<file path="src/rtl/core/tppca_pkg.sv">
// Package for the two-point pressure calibration core.
// Holds field widths, the calibration and window constants and the register indexes.
// Used by the core top level and the checker; it has no dependencies.
package tppca_pkg;

    localparam int WINDOW_LEN    = 10;
    localparam int SCALE_AT_SPAN = 400;

    localparam int ADC_W   = 10;
    localparam int DATA_W  = 16;
    localparam int SCALE_W = $clog2(SCALE_AT_SPAN + 1);
    localparam int NUM_W   = ADC_W + SCALE_W;
    localparam int CNT_W   = $clog2(NUM_W);

    localparam int SLOT_W = $clog2(WINDOW_LEN);
    localparam int SUM_W  = DATA_W + SLOT_W;
    localparam int MAG_W  = SUM_W - 1;

    // Division by the window length is done as a multiplication by a rounded-up
    // reciprocal; the shift is large enough that the result is exact over the sum range.
    localparam int RECIP_SHIFT = MAG_W + SLOT_W;
    localparam int RECIP       = ((2 ** RECIP_SHIFT) + WINDOW_LEN - 1) / WINDOW_LEN;
    localparam int RECIP_W     = RECIP_SHIFT - SLOT_W + 1;
    localparam int MUL_W       = MAG_W + RECIP_W;

    localparam int CFG_IDX_W = 1;
    localparam logic [CFG_IDX_W-1:0] CFG_ZERO_POINT = 1'b0;
    localparam logic [CFG_IDX_W-1:0] CFG_SPAN_POINT = 1'b1;

    localparam logic [ADC_W-1:0] ZERO_POINT_RST = 10'd0;
    localparam logic [ADC_W-1:0] SPAN_POINT_RST = 10'd1023;

endpackage

</file>
<file path="src/rtl/core/tppca_ram.sv">
// Generic single-port-write, single-port-read RAM with a registered read.
// Used for the sample window of the calibration core; no dependencies.
module tppca_ram #(
    parameter int WIDTH = 16,
    parameter int DEPTH = 16
) (
    input  logic                     aclk,
    input  logic                     wr_en,
    input  logic [$clog2(DEPTH)-1:0] wr_addr,
    input  logic [WIDTH-1:0]         wr_data,
    input  logic                     rd_en,
    input  logic [$clog2(DEPTH)-1:0] rd_addr,
    output logic [WIDTH-1:0]         rd_data
);

    logic [WIDTH-1:0] mem [DEPTH];
    logic [WIDTH-1:0] rd_data_reg;

    always_ff @(posedge aclk) begin
        if (wr_en) begin
            mem[wr_addr] <= wr_data;
        end
        if (rd_en) begin
            rd_data_reg <= mem[rd_addr];
        end
    end

    assign rd_data = rd_data_reg;

endmodule

</file>
<file path="src/rtl/core/two_point_pressure_cal_avg_core.sv">
// Top level of the two-point pressure calibration core with a moving average.
// Depends on tppca_pkg and on tppca_ram for the sample window.
//
// Usage:
// The s_ channel carries one converter sample per transaction; the m_ channel
// returns one result per sample: the calibrated pressure in tenths of cmH2O,
// the mean of the last WINDOW_LEN calibrated values, the raw sample and an
// error flag that is set when the span point equals the zero point.
// Calibration points are written through cfg_wr_en, cfg_index and cfg_wdata
// while no transaction is in flight.
// Processing: an accepted sample passes through a one-bit-per-cycle restoring
// divider, then window update, reciprocal multiply and output load, which
// sets m_valid. A new sample is taken only after the previous one has been
// loaded into the output register.
// The result sits in an output register, so the next sample is accepted while
// a result waits; if the receiver still stalls when the following result is
// ready, the core holds that result and does not return to accepting samples.
// Reset clears the window to zero through per-entry valid bits, so there is no
// clearing pass; the calibration points return to 0 and 1023.
module two_point_pressure_cal_avg_core (
    input  logic                                   aclk,
    input  logic                                   aresetn,
    input  logic                                   s_valid,
    output logic                                   s_ready,
    input  logic [tppca_pkg::ADC_W-1:0]            s_adc_sample,
    output logic                                   m_valid,
    input  logic                                   m_ready,
    output logic signed [tppca_pkg::DATA_W-1:0]    m_pressure,
    output logic signed [tppca_pkg::DATA_W-1:0]    m_filtered_pressure,
    output logic [tppca_pkg::ADC_W-1:0]            m_raw_echo,
    output logic                                   m_cal_error,
    input  logic                                   cfg_wr_en,
    input  logic [tppca_pkg::CFG_IDX_W-1:0]        cfg_index,
    input  logic [tppca_pkg::ADC_W-1:0]            cfg_wdata
);

    typedef enum logic [4:0] {
        ST_IDLE = 5'b00001,
        ST_DIV  = 5'b00010,
        ST_FIN  = 5'b00100,
        ST_MUL  = 5'b01000,
        ST_OUT  = 5'b10000
    } state_t;

    state_t state_reg, state_next;

    logic [tppca_pkg::ADC_W-1:0]        zero_point_reg, zero_point_next;
    logic [tppca_pkg::ADC_W-1:0]        span_point_reg, span_point_next;
    logic [tppca_pkg::SLOT_W-1:0]       slot_reg, slot_next;
    logic [tppca_pkg::WINDOW_LEN-1:0]   slot_valid_reg, slot_valid_next;
    logic signed [tppca_pkg::SUM_W-1:0] sum_reg, sum_next;
    logic                               m_valid_reg, m_valid_next;
    logic [tppca_pkg::CNT_W-1:0]        cnt_reg, cnt_next;

    logic [tppca_pkg::ADC_W-1:0]         sample_reg, sample_next;
    logic                                err_reg, err_next;
    logic                                qneg_reg, qneg_next;
    logic                                old_valid_reg, old_valid_next;
    logic [tppca_pkg::ADC_W-1:0]         den_mag_reg, den_mag_next;
    logic [tppca_pkg::ADC_W-1:0]         rem_reg, rem_next;
    logic [tppca_pkg::NUM_W-1:0]         quo_reg, quo_next;
    logic signed [tppca_pkg::DATA_W-1:0] press_reg, press_next;
    logic                                sum_neg_reg, sum_neg_next;
    logic [tppca_pkg::MUL_W-1:0]         mul_reg, mul_next;
    logic signed [tppca_pkg::DATA_W-1:0] out_press_reg, out_press_next;
    logic signed [tppca_pkg::DATA_W-1:0] out_mean_reg, out_mean_next;
    logic [tppca_pkg::ADC_W-1:0]         out_raw_reg, out_raw_next;
    logic                                out_err_reg, out_err_next;

    logic                                s_accept;
    logic                                out_free;
    logic signed [tppca_pkg::ADC_W:0]    num_diff;
    logic signed [tppca_pkg::ADC_W:0]    den_diff;
    logic [tppca_pkg::ADC_W:0]           num_abs;
    logic [tppca_pkg::ADC_W:0]           den_abs;
    logic [tppca_pkg::NUM_W-1:0]         num_mag;
    logic [tppca_pkg::ADC_W:0]           trial;
    logic [tppca_pkg::ADC_W+1:0]         trial_diff;
    logic                                trial_ge;
    logic signed [tppca_pkg::DATA_W-1:0] press_c;
    logic signed [tppca_pkg::DATA_W-1:0] old_c;
    logic [tppca_pkg::SUM_W-1:0]         sum_abs;
    logic [tppca_pkg::DATA_W-1:0]        mean_mag;

    logic                                ram_wr_en;
    logic                                ram_rd_en;
    logic [tppca_pkg::DATA_W-1:0]        ram_rd_data;

    tppca_ram #(
        .WIDTH(tppca_pkg::DATA_W),
        .DEPTH(tppca_pkg::WINDOW_LEN)
    ) u_window_ram (
        .aclk    (aclk),
        .wr_en   (ram_wr_en),
        .wr_addr (slot_reg),
        .wr_data (press_c),
        .rd_en   (ram_rd_en),
        .rd_addr (slot_reg),
        .rd_data (ram_rd_data)
    );

    assign s_ready  = (state_reg == ST_IDLE);
    assign s_accept = s_valid && s_ready;
    assign out_free = !m_valid_reg || m_ready;

    assign num_diff = $signed({1'b0, s_adc_sample}) - $signed({1'b0, zero_point_reg});
    assign den_diff = $signed({1'b0, span_point_reg}) - $signed({1'b0, zero_point_reg});
    assign num_abs  = num_diff[tppca_pkg::ADC_W] ? (~num_diff + 1'b1) : num_diff;
    assign den_abs  = den_diff[tppca_pkg::ADC_W] ? (~den_diff + 1'b1) : den_diff;
    assign num_mag  = tppca_pkg::NUM_W'(num_abs[tppca_pkg::ADC_W-1:0])
                    * tppca_pkg::NUM_W'(tppca_pkg::SCALE_AT_SPAN);

    assign trial      = {rem_reg, quo_reg[tppca_pkg::NUM_W-1]};
    assign trial_diff = {1'b0, trial} - {2'b00, den_mag_reg};
    assign trial_ge   = !trial_diff[tppca_pkg::ADC_W+1];

    always_comb begin
        if (err_reg) begin
            press_c = '0;
        end else if (!qneg_reg) begin
            press_c = (quo_reg > tppca_pkg::NUM_W'(32767)) ? 16'sh7FFF
                                                            : $signed(quo_reg[15:0]);
        end else begin
            press_c = (quo_reg > tppca_pkg::NUM_W'(32768)) ? 16'sh8000
                                                            : $signed(~quo_reg[15:0] + 16'd1);
        end
    end

    assign old_c    = old_valid_reg ? $signed(ram_rd_data) : '0;
    assign sum_abs  = sum_reg[tppca_pkg::SUM_W-1] ? (~sum_reg + 1'b1) : sum_reg;
    assign mean_mag = mul_reg[tppca_pkg::RECIP_SHIFT +: tppca_pkg::DATA_W];

    assign ram_rd_en = s_accept;
    assign ram_wr_en = (state_reg == ST_FIN);

    always_comb begin
        state_next      = state_reg;
        zero_point_next = zero_point_reg;
        span_point_next = span_point_reg;
        slot_next       = slot_reg;
        slot_valid_next = slot_valid_reg;
        sum_next        = sum_reg;
        m_valid_next    = m_valid_reg;
        cnt_next        = cnt_reg;
        sample_next     = sample_reg;
        err_next        = err_reg;
        qneg_next       = qneg_reg;
        old_valid_next  = old_valid_reg;
        den_mag_next    = den_mag_reg;
        rem_next        = rem_reg;
        quo_next        = quo_reg;
        press_next      = press_reg;
        sum_neg_next    = sum_neg_reg;
        mul_next        = mul_reg;
        out_press_next  = out_press_reg;
        out_mean_next   = out_mean_reg;
        out_raw_next    = out_raw_reg;
        out_err_next    = out_err_reg;

        if (cfg_wr_en) begin
            unique case (cfg_index)
                tppca_pkg::CFG_ZERO_POINT: zero_point_next = cfg_wdata;
                tppca_pkg::CFG_SPAN_POINT: span_point_next = cfg_wdata;
                default: ;
            endcase
        end

        if (m_valid_reg && m_ready) begin
            m_valid_next = 1'b0;
        end

        unique case (state_reg)
            ST_IDLE: begin
                if (s_accept) begin
                    sample_next    = s_adc_sample;
                    err_next       = (span_point_reg == zero_point_reg);
                    qneg_next      = num_diff[tppca_pkg::ADC_W] ^ den_diff[tppca_pkg::ADC_W];
                    den_mag_next   = den_abs[tppca_pkg::ADC_W-1:0];
                    quo_next       = num_mag;
                    rem_next       = '0;
                    cnt_next       = '0;
                    old_valid_next = slot_valid_reg[slot_reg];
                    state_next     = ST_DIV;
                end
            end
            ST_DIV: begin
                rem_next = trial_ge ? trial_diff[tppca_pkg::ADC_W-1:0]
                                    : trial[tppca_pkg::ADC_W-1:0];
                quo_next = {quo_reg[tppca_pkg::NUM_W-2:0], trial_ge};
                cnt_next = cnt_reg + 1'b1;
                if (cnt_reg == tppca_pkg::CNT_W'(tppca_pkg::NUM_W - 1)) begin
                    state_next = ST_FIN;
                end
            end
            ST_FIN: begin
                press_next = press_c;
                sum_next   = sum_reg - tppca_pkg::SUM_W'(old_c) + tppca_pkg::SUM_W'(press_c);
                slot_valid_next[slot_reg] = 1'b1;
                slot_next  = (slot_reg == tppca_pkg::SLOT_W'(tppca_pkg::WINDOW_LEN - 1))
                           ? '0 : slot_reg + 1'b1;
                state_next = ST_MUL;
            end
            ST_MUL: begin
                sum_neg_next = sum_reg[tppca_pkg::SUM_W-1];
                mul_next     = tppca_pkg::MUL_W'(sum_abs[tppca_pkg::MAG_W-1:0])
                             * tppca_pkg::MUL_W'(tppca_pkg::RECIP);
                state_next   = ST_OUT;
            end
            ST_OUT: begin
                if (out_free) begin
                    out_press_next = press_reg;
                    out_mean_next  = sum_neg_reg ? $signed(~mean_mag + 16'd1)
                                                 : $signed(mean_mag);
                    out_raw_next   = sample_reg;
                    out_err_next   = err_reg;
                    m_valid_next   = 1'b1;
                    state_next     = ST_IDLE;
                end
            end
            default: state_next = ST_IDLE;
        endcase
    end

    always_ff @(posedge aclk) begin
        if (!aresetn) begin
            state_reg      <= ST_IDLE;
            zero_point_reg <= tppca_pkg::ZERO_POINT_RST;
            span_point_reg <= tppca_pkg::SPAN_POINT_RST;
            slot_reg       <= '0;
            slot_valid_reg <= '0;
            sum_reg        <= '0;
            m_valid_reg    <= 1'b0;
            cnt_reg        <= '0;
        end else begin
            state_reg      <= state_next;
            zero_point_reg <= zero_point_next;
            span_point_reg <= span_point_next;
            slot_reg       <= slot_next;
            slot_valid_reg <= slot_valid_next;
            sum_reg        <= sum_next;
            m_valid_reg    <= m_valid_next;
            cnt_reg        <= cnt_next;
        end
    end

    always_ff @(posedge aclk) begin
        sample_reg    <= sample_next;
        err_reg       <= err_next;
        qneg_reg      <= qneg_next;
        old_valid_reg <= old_valid_next;
        den_mag_reg   <= den_mag_next;
        rem_reg       <= rem_next;
        quo_reg       <= quo_next;
        press_reg     <= press_next;
        sum_neg_reg   <= sum_neg_next;
        mul_reg       <= mul_next;
        out_press_reg <= out_press_next;
        out_mean_reg  <= out_mean_next;
        out_raw_reg   <= out_raw_next;
        out_err_reg   <= out_err_next;
    end

    assign m_valid             = m_valid_reg;
    assign m_pressure          = out_press_reg;
    assign m_filtered_pressure = out_mean_reg;
    assign m_raw_echo          = out_raw_reg;
    assign m_cal_error         = out_err_reg;

endmodule

</file>
<file path="config.mk">
export PLATFORM = sky130hd
export DESIGN_NAME = two_point_pressure_cal_avg_core
export DESIGN_NICKNAME = d
export VERILOG_FILES = /design/src/rtl/core/tppca_pkg.sv /design/src/rtl/core/tppca_ram.sv /design/src/rtl/core/two_point_pressure_cal_avg_core.sv
export SDC_FILE = /design/constraint.sdc
export NUM_CORES = 1
export LEC_CHECK = 0
export BUFFER_PORTS_ARGS = -buffer_cell sky130_fd_sc_hd__buf_2
export CELL_PAD_IN_SITES_DETAIL_PLACEMENT = 1
export CELL_PAD_IN_SITES_GLOBAL_PLACEMENT = 2
export CORE_MARGIN = 2
export CORE_UTILIZATION = 40
export DETAILED_ROUTE_END_ITERATION = 16
export PLACE_DENSITY = 0.9
export SETUP_SLACK_MARGIN = 0.2
export SYNTH_ARGS = -nofsm -noshare
export SYNTH_HDL_FRONTEND = slang
export SYNTH_SLANG_ARGS = --single-unit
</file>
<file path="constraint.sdc">
create_clock -name aclk -period 6.2 [get_ports aclk]
set_input_delay 0 -clock aclk [delete_from_list [all_inputs] [get_ports aclk]]
set_output_delay 0 -clock aclk [all_outputs]
set_load 0.1 [all_outputs]
</file>
Word level (Yosys, flattened, before mapping). Memory sizes are Yosys's and may differ from the RTL's. A register that Yosys moved wholly into a read port is not among the register bits. Index checks and enable logic that the tools add are counted.

Reduce and logical (&&, ||, !) cells: 13. Equality and inequality tests: 11. Add/subtract/negate cells: 12. Bitwise logic cells: 8. $lt $le $gt $ge: 4. Multipliers: 2. Mux-type cells: 30.

Operators by type and width (number): two-way mux 16 bit (6); two-way mux 10 bit (4); multiplier 19 x 20 -> 39 bit, second input constant (1); two-way mux 19 bit (2); one-hot mux 19 bit (2 select lines) (1); adder 16 x 1 -> 16 bit, second input constant (2); NOT 16 bit (2); one-hot mux 5 bit (5 select lines) (1); subtractor 10 x 10 -> 11 bit (2); adder 10 x 1 -> 10 bit, second input constant (2); adder 20 x 16 -> 20 bit (1); two-way mux 5 bit (4); NOT 10 bit (2); one-hot mux 10 bit (2 select lines) (1); subtractor 20 x 16 -> 20 bit (1); adder 19 x 1 -> 19 bit, second input constant (1); > comparator 19 x 15 -> 1 bit, second input constant (1); > comparator 19 x 16 -> 1 bit, second input constant (1); NOT 19 bit (1); multiplier 10 x 5 -> 15 bit, second input constant (1); subtractor 11 x 10 -> 12 bit (1); == test 10 bit (1); == test 5 bit, second input constant (2); OR 10 bit (1); 24 further kinds (38).

Memories: 1. Flip-flop bits (word level): 216. Output and inout bits: 45. Word-level logic and storage cells: 103. Input port bits: 26. RAM bits: 160.

Memory list: u_window_ram.mem (depth 10, width 16, rd ports 1, clocked after memory_dff 1, wr ports 1, line tppca_ram.sv:16) `logic [WIDTH-1:0] mem [DEPTH];`.

Logic depth before layout (Yosys ltp). Gate-level depths: netlist of run 1.

Word-level depth: 7. Mapped depth: 28. Gate-level depth less buffers: 28.

Cells and area by module. From an unflattened synthesis of run 1, not the netlist that was laid out.

Cells, all modules: 2172. Area, all modules: 24362.1 sq um.

By module, submodules not included: two_point_pressure_cal_avg_core (cells an instance 1814, times used 1, seq. area each 5144.9 sq um, area an instance 17489.3 sq um); tppca_ram (cells an instance 358, times used 1, seq. area each 5285.1 sq um, area an instance 6872.8 sq um).

Least setup slack after synthesis of run 1. OpenSTA, ideal clock, no wires.

Path kind: reg2reg. Start: register sum_reg[8] in the netlist's numbering. End: register mul_reg[34] in the netlist's numbering (data pin). Buffers on the path: 0. Period minus slack after synthesis: 6.513 ns. Library setup time: 0.266 ns. Stages on the path, launching flop included: 27. Data arrival time: 6.247 ns. Required time: 5.934 ns. Slack: -0.313 ns. Path through: dfxtp_1 inv_1 nand4_1 nor3_1 nand4_1 o31ai_1 xnor2_1 ha_1 inv_1 fa_1 inv_1 fa_1 fa_1 inv_1 fa_1 inv_1 fa_1 inv_1 ha_1 a21o_1 a21o_1 a21oi_1 o2111ai_1 o211ai_2 nor2_1 o41ai_1 xnor2_1.

Longest elaborated chain between the ends: 4.

Ends and longest elaborated chain: from (decl) (line two_point_pressure_cal_avg_core.sv:51) `logic signed [tppca_pkg::SUM_W-1:0] sum_reg, sum_next;`; from (signal assigned) (line two_point_pressure_cal_avg_core.sv:240) `sum_reg <= sum_next;`; NOT 19 bit (line two_point_pressure_cal_avg_core.sv:130) `assign sum_abs = sum_reg[tppca_pkg::SUM_W-1] ? (~sum_reg + 1'b1) : sum_reg;`; adder 19 x 1 -> 19 bit (line two_point_pressure_cal_avg_core.sv:130); two-way mux 19 bit * (line two_point_pressure_cal_avg_core.sv:130); multiplier 19 x 20 -> 39 bit * (line two_point_pressure_cal_avg_core.sv:206) `* tppca_pkg::MUL_W'(tppca_pkg::RECIP);`; to (signal assigned) (line two_point_pressure_cal_avg_core.sv:256) `mul_reg <= mul_next;`; to (decl) (line two_point_pressure_cal_avg_core.sv:64) `logic [tppca_pkg::MUL_W-1:0] mul_reg, mul_next;`.

Every way passes the cells marked *; elsewhere a longest branch is shown, timed or not. A chain may end at the register's enable or synchronous reset.

Worst setup path in the final report of run 1.
Start: register sum_reg[6] in the netlist's numbering. End: register mul_reg[34] in the netlist's numbering (data pin).

Same word-level chain as after synthesis.

==> results of run 1 <==
logic make-up after synthesis:
group / Yosys count / share of synthesized area [%]
XOR/XNOR: 123 / 4.57
AO/OA/AOI/OAI: 329 / 8.99
buffers and inverters: 369 / 5.98
flip-flops: 369 / 43.9
multiplexers: 59 / 4.29
adder cells (fa/ha/maj): 353 / 22.6
AND/OR/NAND/NOR: 457 / 9.68
timing repair:
item / in CTS / in global routing
hold endpoints to repair: 35 / 0
endpoints found under the setup margin: 18 / 20
pin swaps: 13 / 19
resized for setup: 24 / 43
setup buffers: 3 / 11
hold buffers: 34 / 0
worst register-to-register path, delay by kind of cell, from the launching register on:
| kind | cells | cell delay, ns |
|---|---|---|
| buf+inv | 8 | 0.61 |
| simple gates | 4 | 0.59 |
| flops | 1 | 0.34 |
| xor+xnor | 2 | 0.23 |
| fa+ha+maj | 7 | 3.10 |
| compound gates | 7 | 1.31 |
per-stage QoR:
step	total power (W)	instance area (um2)	hold slack, ns
finish	0.00787	28000	0.0549
global route	0.00830	28000	0.104
CTS	0.00790	27700	0.0603
detailed placement	0.00525	25900	0.202
global placement	0.00513	25900	0.206
floorplan	0.00470	23900	0.0989
worst max-delay path by stage:
stage	end	startpoint	slack, ns	cells after the start
2_1_floorplan	mul_reg[34]$_DFFE_PP_	sum_reg[6]$_SDFFE_PN0P_	0.10	26
3_3_place_gp	mul_reg[34]$_DFFE_PP_	sum_reg[6]$_SDFFE_PN0P_	-0.16	27
3_5_place_dp	mul_reg[34]$_DFFE_PP_	sum_reg[6]$_SDFFE_PN0P_	-0.42	27
4_1_cts	mul_reg[38]$_DFFE_PP_	sum_reg[2]$_SDFFE_PN0P_	-0.26	25
5_1_grt	mul_reg[38]$_DFFE_PP_	sum_reg[6]$_SDFFE_PN0P_	-0.56	28
6_report	mul_reg[34]$_DFFE_PP_	sum_reg[6]$_SDFFE_PN0P_	-0.27	28
layout make-up:
type / instances / area [um2] / area share [%]
flip-flops and latches: 369 / 10400 / 37.3
inverters: 318 / 1190 / 4.26
clock buffers: 52 / 1100 / 3.92
well taps: 773 / 967 / 3.45
multi-input cells: 1321 / 12400 / 44.3
repair buffers: 224 / 1610 / 5.75
clock inverters: 23 / 293 / 1.04
placed cells by master (no fill, tap or decap), types with 58 or more instances in the layout:
cell type | synthesis | routed
a21oi_1 | 82 | 70
buf_2 | 1 | 70
buf_4 | 0 | 117
dfxtp_1 | 65 | 58
edfxtp_1 | 304 | 304
fa_1 | 125 | 122
ha_1 | 228 | 216
inv_1 | 316 | 300
nand2_1 | 158 | 157
nor2_1 | 68 | 64
o21ai_0 | 72 | 62
xnor2_1 | 84 | 74
power groups by stage:
| stage | combinational (W) | sequential [W] | clock (W) |
|---|---|---|---|
| floorplan | 0.00165 | 0.00305 | 0 |
| CTS | 0.00225 | 0.00304 | 0.00261 |
| finish | 0.00228 | 0.00305 | 0.00254 |
| global placement | 0.00204 | 0.00309 | 0 |
| detailed placement | 0.00216 | 0.00309 | 0 |
| global route | 0.00255 | 0.00306 | 0.00268 |
per-layer routing:
layer / track usage, % / vias to the layer above
met4: 7.40 / 0
met1: 24.3 / 8186
met5: 0 / -
met3: 2.81 / 115
li1: - / 7558
met2: 37.6 / 317
Yosys cell counts, types with 12 or more instances:
library cell | instances | area share, %
a211oi_1 | 22 | 0.70
a21boi_0 | 17 | 0.54
a21o_1 | 33 | 1.0
a21oi_1 | 82 | 1.7
and2_1 | 41 | 1.1
clkbuf_1 | 43 | 0.68
dfxtp_1 | 65 | 5.5
edfxtp_1 | 304 | 38
fa_1 | 125 | 11
ha_1 | 228 | 12
inv_1 | 316 | 5.0
mux2i_1 | 24 | 1.0
mux4_2 | 34 | 3.2
nand2_1 | 158 | 2.5
nand2b_1 | 23 | 0.61
nand3_1 | 29 | 0.61
nand4_1 | 14 | 0.37
nor2_1 | 68 | 1.1
nor2b_1 | 32 | 0.84
nor3_1 | 27 | 0.57
o21a_1 | 23 | 0.73
o21ai_0 | 72 | 1.5
o31ai_1 | 12 | 0.38
or3_1 | 13 | 0.34
xnor2_1 | 84 | 3.1
xor2_1 | 38 | 1.4
==> summary.md, run 1 <==
| Metric | Value |
|---|---|
| Setup TNS Final | -2.29 ns |
| Die area | about 0.06 mm2 |
| Max FFs per register | 160 |
| Max Clock Freq | around 0.15 GHz |
| Met3 wire length | 2090 um |
| Core area | 0.0588 mm2 |
| Sequential-to-total area share from yosys stat | a little over two fifths |
| P_leak | between 10 and 15 nW |
| Routed WL | slightly above 60000 um |
| Vias | between 15000 and 20000 |
| Hold Path Depth | 3 |
| Ports | 71 |
| Power per cell area | 281 mW/mm2 |
| FF-to-FF Start | sum_reg[6]$_SDFFE_PN0P_ |
| Initial DRT Pass Iterations | 5 |
| Nets | 2654 |
| Filler-free cell count of the finished design | about 3000 |
| Clock latency on the worst-skew pair | 0.59 ns |
| Type of the most critical hold path | in2reg |
| CTS Sinks | 369 |
| Top Family by Delay on Critical Path | adder cells |
| Max cap viols | 0 |
| Fin crit share | 104% |
| Port bufs | 70 |
| Die width | 248 um |
| Crit end category | register |
| Post-synth top flop | edfxtp_1 |
| Grt total ovfl | 0 |
| Met1 WL | approximately 25000 um |
| Status | finished, violations left |
| WS Path Type | reg2reg |
| Synth unique cells | 80 |
| Clock-pin slew on the worst setup and hold paths | ~0.06 ns |
| Hold EP | span_point_reg[0]$_SDFFE_PN1P_ |
| GPL Wtd Cong | about 0.9 |
| Mean Syn Cell Area | between 10 and 15 um2 |
| P_int | ~0.0054 W |
| EDFF count, synth | 304 |
| Final Hold Violating Endpoints | 0 |
| Final Skew | about 0.030 ns |
| Initial DRC count | 719 |
| Initial antenna violation count | 0 |
| Root Driver | clkbuf_16 |
| DR top layer | met4 |
| # rows | between 80 and 90 |
| Share of layout cells above drive strength 1 | about 18% |
| Post-Syn Instances | about 2000 |
| Routed WL per cell | between 15 and 20 um |
| Critical Path Most Common Cell | inv_2 |
| Worst slew pin tran | 1.30 ns |
| Syn nets | between 2000 and 2500 |
| Switching portion of total power | 31.4% |
| CTS tree | yes |
| Setup WS post-layout | -0.272 ns |
| Worst Reg-to-Reg Cells | 28 |
| Sw Pwr | approximately 0.0025 W |
| Initial Util | between 40% and 50% |
| Reg2reg end | mul_reg[34]$_DFFE_PP_ |
| Layout fillers | between 6000 and 7000 |
| Via-to-Cell Ratio | 5.25 |
| Flop2flop setup slack | -0.27 ns |
| Final setup fails | 13 |
| Largest stage delay, worst path | between 0.5 and 0.6 ns |
| Post-layout util | a little under half |
| Die Height | about 250 um |
| Netlist Area Pre-Place | 0.0237 mm2 |
| Diodes inserted | 0 |
| Post-synthesis register bit count | 369 |
| CP max-delay cell | fa_2 |
| HP Start | aresetn |
| Post-route ant nets | 0 |
| Largest net degree at the start of global routing | 66 |
| Final worst path period need | roughly 6.5 ns |
| HPWL Detailed | between 40000 and 50000 um |
| Place WS | -0.418 ns |
| Vias in the first global route | roughly 18000 |
| Clock power share | 32.3% |
| Synth async-reset ratio | 0% |
| Syn. warnings | 0 |
| RSZ-0062 raised after global routing | true |
| Peak supply drop | around 0.26 mV |
| GRT Total Usage | 20.5% |
| Crit path launch type | register |
| CTS max path bufs | 3 |
| Slew margin rel. | between 10 and 15% |
| Sequential share of power | 38.7% |
| Worst EP required | ~6.5 ns |
| Buf/Inv on CP | 8 |
| DRC viols | 0 |
| CP max FO | 6 |
| CTS buffer count | approximately 40 |
| Combinational share of power | between 20% and 30% |
| Max H-tree Level | 2 |
| Area Growth Syn to Fin | 18.0% |
| Data arrival, critical path | ~6.8 ns |
| First-pass GRT wire length | slightly below 100000 um |
| Pins Over Slew Limit | 0 |
| Violated checks | negative setup slack |
| Met2 wire len | approximately 32000 um |
| Placed insts | ~3000 |
Note: power is estimated with default switching activity, not from simulation.
==> run 2: changes to the inputs <==
CORE_MARGIN = not set   (was 2)
CORE_UTILIZATION = 39   (was 40)
PLACE_DENSITY = 0.89   (was 0.9)
SYNTH_HIERARCHICAL = 1   (was not set)
==> run 2 against run 1 <==
The run still ends with negative setup slack left. Maximum frequency shrank 5.7%. Routed wire length increased by 6.4%. Setup slack worse by 0.39 ns. Synthesized cell count is 5.5% higher. Via count grew 7.0%. Clock power hardly changed. Cell count up 7.8%. Sequential power decreased by 1%.
==> summary.md, run 2 <==
| Metric | Value |
|---|---|
| Power per cell area | 262 mW/mm2 |
| Data arrival, critical path | between 7 and 8 ns |
| Most instantiated library cell after synthesis | inv_1 |
| Slew margin rel. | 16.1% |
| Root Driver | clkbuf_16 |
| Port bufs | 70 |
| Violated checks | negative setup slack |
| Synth unique cells | 84 |
| Switching portion of total power | 30.9% |
| Final worst path period need | between 6 and 7 ns |
| Clock latency on the worst-skew pair | 0.58 ns |
| Post-synth top area cell | edfxtp_1 |
| Sw Pwr | between 0.002 and 0.0025 W |
| Largest family of logic cells by synthesized area | adder cells |
| Setup WS post-layout | -0.663 ns |
| CTS Sinks | 369 |
| Place WS | -0.604 ns |
| Crit path launch type | register |
| Synth async-reset ratio | 0% |
| Initial antenna violation count | 0 |
| Die Height | 252 um |
| Max H-tree Level | 2 |
| Simple-Gate Fraction of Synth Area | 9.81% |
| Routed WL per cell | 19.7 um |
| Max FFs per register | 160 |
| Combinational share of power | roughly 28% |
| Via-to-Cell Ratio | ~5.2 |
| Vias | between 15000 and 20000 |
| Initial DRC count | 787 |
| Ports | ~70 |
| Grt met1 use | between 20% and 30% |
| Max Clock Freq | between 0.1 and 0.15 GHz |
| Die area | approximately 0.063 mm2 |
| Post-route ant nets | 0 |
| Setup TNS Final | -7.49 ns |
| Worst slew pin tran | between 1 and 1.5 ns |
| Most frequent cells in the layout | 310 x inv_1, 304 x edfxtp_1, 206 x ha_1, 183 x buf_4, 162 x nand2_1 |
| Layout fillers | 6616 |
| Netlist Area Pre-Place | 0.0244 mm2 |
| Post-synthesis mux area share | a little over 4% |
| Sequential share of power | about two fifths |
| Worst hold slack | 0.0517 ns |
| Routed WL | approximately 65000 um |
| Busiest grt layer | met2 |
| GR Layer Usage met2 | slightly below 40% |
| Post-Syn Instances | roughly 2200 |
| Pins Over Slew Limit | 0 |
| Worst EP required | between 6 and 7 ns |
| Largest net degree at the start of global routing | 69 |
| Initial Util | 39.5% |
| First-pass GRT wire length | ~100000 um |
| Core area | 0.0617 mm2 |
| P_leak | approximately 12 nW |
| Dominant cells by area after synthesis | edfxtp_1 37%, ha_1 12%, fa_1 10%, dfxtp_1 5.3%, inv_1 5.0% |
| Clock power share | between 30% and 40% |
| CP max-delay cell | fa_1 |
| Most frequent cells after synthesis | 326 x inv_1, 304 x edfxtp_1, 228 x ha_1, 165 x nand2_1, 125 x fa_1 |
| # rows | just over 90 |
| Die width | around 250 um |
| Status | finished, violations left |
| Post-synthesis xor/xnor area fraction | a little under 4% |
| Largest stage delay, worst path | roughly 0.57 ns |
| CTS buffer count | 43 |
| Peak supply drop | approximately 0.27 mV |
| Final Hold Violating Endpoints | 0 |
| Initial DRT Pass Iterations | 5 |
| GPL Wtd Cong | between 0.8 and 0.9 |
| Post-synth top flop | edfxtp_1 |
| Area of the multi-input gates | ~0.013 mm2 |
| P_int | between 0.005 and 0.006 W |
| Share of layout cells above drive strength 1 | about 22% |
| Syn nets | 2551 |
| DRC viols | 0 |
| GRT Total Usage | between 20 and 25% |
| Diodes inserted | 0 |
| Clock-pin slew on the worst setup and hold paths | 0.06 ns |
| Final Skew | 0.0177 ns |
| HPWL Detailed | 46500 um |
| Grt total ovfl | 0 |
| Critical Path Most Common Cell | inv_2 |
| Vias in the first global route | a little under 20000 |
| Area Growth Syn to Fin | 20.6% |
| Max cap viols | 0 |
| CTS max path bufs | 3 |
| Sequential-to-total area share from yosys stat | between 40% and 50% |
| Post-synthesis compound-gate area fraction | about 11% |
| Mean Syn Cell Area | between 10 and 15 um2 |
| Nets | between 2000 and 3000 |
| Type of the most critical hold path | in2reg |
| Commonest non-fill, non-tap cell in the layout | inv_1 |
| CTS tree | yes |
| Post-synthesis register bit count | between 300 and 400 |
| Post-synth top area share | between 30% and 40% |
| Fin crit share | 111% |
| Register area | 0.0104 mm2 |
| WS Path Type | reg2reg |
| Area share of fa/ha/maj cells after synthesis | a little over a fifth |
| RSZ-0062 raised after global routing | true |
| CP max FO | 4 |
| Syn. warnings | 6 |
| Crit end category | register |
| Final setup fails | 15 |
| M3 GR Usage | under 10% |
| EDFF count, synth | roughly 300 |
==> run 2: cell count changes after synthesis, sizes merged, moves of 10 or more <==
cell and delta:
mux2 +49, mux4 -32, o31ai +20, nand3 +19, o22ai +17, a22o +16
mux2i +15, xor2 -15, buf +13, nor2b -13, a211oi -12, nand2b -12
inv +10
==> run 2: kinds of logic (layout without fill, tap and decap cells) <==
group           Yosys count  count (layout)
compound gates          392             392
simple gates            471             471
flops                   369             369
xor+xnor                108             108
buf+inv                 388             699
mux                      91              91
fa+ha+maj               353             353
==> run 2: final cells by class <==
class	count	share of cell area, %
multi-input combinational	1415	44.6
sequential	369	35.5
timing repair buffer	293	7.26
inverter	329	4.20
clock buffer	57	4.01
tap	837	3.56
clock inverter	20	0.784
==> run 2: critical path, delay by kind of cell (launching register included) <==
kind / cells / cell delay (ns)
compound gates: 6 / 1.08
fa+ha+maj: 7 / 3.19
simple gates: 5 / 0.74
flops: 1 / 0.34
buf+inv: 11 / 1.16
xor+xnor: 1 / 0.09
==> run 2: repair_timing <==
| item | CTS | global route |
|---|---|---|
| hold buffers | 33 | 0 |
| gates resized for setup | 68 | 56 |
| pin swaps | 67 | 45 |
| endpoints found under the hold margin | 38 | 0 |
| setup endpoints to repair | 20 | 31 |
| buffers inserted | 18 | 16 |
==> run 2: worst paths after layout <==
kind,depth (start not counted),slack (ns),start,to
setup / recovery,30,-0.66,sum_reg[6]$_SDFFE_PN0P_,mul_reg[38]$_DFFE_PP_
setup reg to reg,30,-0.66,sum_reg[6]$_SDFFE_PN0P_,mul_reg[38]$_DFFE_PP_
hold reg to reg,0,0.42,sample_reg[8]$_DFFE_PP_,m_raw_echo[8]$_DFFE_PP_
hold / removal,3,0.05,aresetn,span_point_reg[9]$_SDFFE_PN1P_
==> run 2: power groups by stage <==
stage	clock, W	sequential, W	combinational (W)
finish	0.00253	0.00301	0.00215
global route	0.00266	0.00303	0.00240
CTS	0.00259	0.00301	0.00208
detailed placement	0	0.00307	0.00203
global placement	0	0.00306	0.00194
floorplan	0	0.00302	0.00153
==> run 2: per-layer routing <==
layer  share of wire (%)  wire length, um
met4                 2.5             1660
met5                   0                0
met1                  41            26600
met2                  54            35500
met3                 2.4             1540
==> run 2: metrics by stage <==
stage	power (W)	std cells	instance area, um2	utilization [%]
global placement	0.00500	3176	26800	43.5
global route	0.00809	3320	29400	47.6
CTS	0.00769	3304	29000	47.0
floorplan	0.00455	2172	24500	-
finish	0.00769	3320	29400	47.6
detailed placement	0.00510	3176	26800	43.5
==> run 3: changes to the inputs <==
ABC_AREA = 1   (was not set)
CAP_MARGIN = 20   (was not set)
CORE_UTILIZATION = 36   (was 39)
SKIP_LAST_GASP = 1   (was not set)
==> run 3 against run 2 <==
The flow now finishes without violations. First-iteration DRC count up 17%. Global-route usage down 0.59 points. Die area up 17%. Cell area up 5.0%. Critical path type unchanged. Critical endpoint unchanged. Highest routed layer unchanged.
==> summary.md, run 3 <==
| Metric | Value |
|---|---|
| Netlist Area Pre-Place | between 0.02 and 0.03 mm2 |
| Crit end category | register |
| Vias in the first global route | about 22000 |
| Port bufs | 70 |
| Synth unique cells | 64 |
| Type of the most critical hold path | in2reg |
| Post-route cell area | around 0.031 mm2 |
| CTS tree | yes |
| Power consumption | 0.00823 W |
| Core area | approximately 0.072 mm2 |
| Crit path launch type | register |
| Most frequent cells after synthesis | 600 x inv_1, 586 x nand2_1, 304 x edfxtp_1, 248 x nand3_1, 228 x ha_1 |
| Worst EP required | ~6.5 ns |
| Clock power share | between 30% and 40% |
| Initial antenna violation count | 1 |
| CP max-delay cell | fa_2 |
| Root Driver | clkbuf_16 |
| Largest net degree at the start of global routing | slightly above 80 |
| Register area | around 0.010 mm2 |
| Sequential-to-total area share from yosys stat | between 30 and 40% |
| Syn nets | approximately 3400 |
| Data arrival, critical path | between 6 and 7 ns |
| Fin crit share | 95.0% |
| Commonest non-fill, non-tap cell in the layout | inv_1 |
| P_int | 0.00537 W |
| Largest stage delay, worst path | between 0.6 and 0.7 ns |
| Top Family by Delay on Critical Path | adder cells |
| Synth async-reset ratio | 0% |
| Die Height | approximately 270 um |
| Slew margin rel. | a little over a quarter |
| Final setup fails | 0 |
| Placed inst area | roughly 0.028 mm2 |
| Clock-pin slew on the worst setup and hold paths | approximately 0.06 ns |
| CTS max path bufs | 3 |
| Buf/Inv on CP | 7 |
| First-pass GRT wire length | between 100000 and 150000 um |
| Final worst path period need | 5.89 ns |
| P_leak | roughly 15 nW |
| Post-layout util | between 40% and 50% |
| CTS buffer count | between 40 and 50 |
| Sw Pwr | approximately 0.0029 W |
| Post-synth top flop | edfxtp_1 |
| Max Clock Freq | between 0.15 and 0.2 GHz |
| Max H-tree Level | 2 |
| Initial DRT Pass Iterations | 5 |
| Area Growth Syn to Fin | 17.5% |
| Die area | between 0.07 and 0.08 mm2 |
| GRT Total Usage | between 10% and 20% |
| Max FFs per register | 160 |
| CP max FO | 4 |
| Met3 wire length | 2740 um |
| Post-synth top area cell | edfxtp_1 |
| Critical Path Most Common Cell | inv_2 |
| Post-Syn Instances | around 3000 |
| Syn. warnings | 6 |
| Status | complete, no violations |
| Max cap viols | 0 |
| DRC viols | 0 |
| Power per cell area | around 270 mW/mm2 |
| Combinational share of power | about a third |
| Sequential share of power | a little over a third |
| Vias | slightly above 20000 |
| RSZ-0062 raised after global routing | true |
| Diodes inserted | 0 |
| Post-synthesis register bit count | about 370 |
| Share of layout cells above drive strength 1 | 14.4% |
| Grt total ovfl | 0 |
| Met1 WL | around 34000 um |
| Met2 wire len | roughly 36000 um |
| GPL Wtd Cong | 0.891 |
| Most frequent cells in the layout | 576 x inv_1, 567 x nand2_1, 304 x edfxtp_1, 245 x nand3_1, 208 x ha_1 |
| Nets | 3562 |
| Pins Over Slew Limit | 0 |
| EDFF count, synth | around 300 |
| DR top layer | met4 |
| WS Path Type | reg2reg |
| Initial Util | roughly 37% |
| Initial DRC count | roughly 920 |
| Peak supply drop | 0.239 mV |
| Final Hold Violating Endpoints | 0 |
| Clock latency on the worst-skew pair | approximately 0.6 ns |
| # rows | 98 |
| Switching portion of total power | a little over a third |
| CTS Sinks | around 370 |
| Area of the multi-input gates | between 0.01 and 0.015 mm2 |
| Setup TNS Final | 0 ns |
| Layout fillers | roughly 8500 |
| Routed WL per cell | between 15 and 20 um |
| Routed WL | approximately 75000 um |
| Mean Syn Cell Area | between 8 and 9 um2 |
| Dominant cells by area after synthesis | edfxtp_1 35%, ha_1 11%, fa_1 9.5%, inv_1 8.6%, nand2_1 8.4% |
| Die width | roughly 270 um |
| Final Skew | roughly 0.025 ns |
| Worst hold slack | ~0.15 ns |
| Via-to-Cell Ratio | between 4 and 5 |
| Post-synth top area share | roughly a third |
| Worst slew pin tran | 1.09 ns |
| Most instantiated library cell after synthesis | inv_1 |
| Ports | 71 |
| Post-route ant nets | 0 |
| HPWL Detailed | between 50000 and 60000 um |
[run 3: cell type report]
cell class	instances	share of cell area, %
sequential	369	33.8
clock inverter	31	0.982
tap	950	3.85
multi-input combinational	1942	44.9
inverter	616	7.57
clock buffer	50	3.74
timing repair buffer	210	5.09
[run 3: per-stage QoR]
step	cells	setup slack, ns
2_1_floorplan	2991	0.250
3_3_place_gp	4020	0.0265
3_5_place_dp	4020	-0.0622
4_1_cts	4143	0.188
5_1_grt	4168	0.0730
6_report	4168	0.313
[run 3: logic make-up after synthesis]
logic type	after synthesis	synth area share [%]
and+or+nand+nor	1162	19.2
buffers and inverters	680	10.4
DFF	369	39.7
adders and majority gates	353	20.4
AOI/OAI and AO/OA	344	7.43
xor gates and xnor gates	83	2.91
[run 3: final timing paths]
path	from	to	slack (ns)	cells past startpoint
max	sum_reg[1]$_SDFFE_PN0P_	mul_reg[38]$_DFFE_PP_	0.31	30
min	s_adc_sample[7]	sample_reg[7]$_DFFE_PP_	0.15	2
max reg2reg	sum_reg[1]$_SDFFE_PN0P_	mul_reg[38]$_DFFE_PP_	0.31	30
min reg2reg	press_reg[10]$_DFFE_PP_	m_pressure[10]$_DFFE_PP_	0.41	0
[run 3: repair_timing]
item                                    in CTS  in global routing
pin swaps                                    4                 70
setup buffers                                6                 20
hold buffers                                36                  0
endpoints found under the hold margin       44                  0
endpoints found under the setup margin      16                 16
gates resized for setup                     34                145
[run 3: power groups by stage]
stage	registers (W)	logic [W]	clock network [W]
floorplan	0.00302	0.00192	0
detailed placement	0.00306	0.00254	0
finish	0.00301	0.00258	0.00264
CTS	0.00301	0.00259	0.00271
global placement	0.00306	0.00247	0
global route	0.00302	0.00294	0.00280
[run 3: worst reg2reg max path: cells and delay by family (launching register included)]
kind                       cells  cell delay, ns
adders and majority gates      8            3.37
and+or+nand+nor               14            1.39
buffers and inverters          7            0.42
DFF                            1            0.32
xor gates and xnor gates       1            0.17
[run 3: routing by layer]
layer | up-vias | global-route usage [%]
met4 | 0 | 3.59
met5 | - | 0
met1 | 10153 | 26.6
met3 | 89 | 2.71
met2 | 323 | 34.5
li1 | 10063 | -
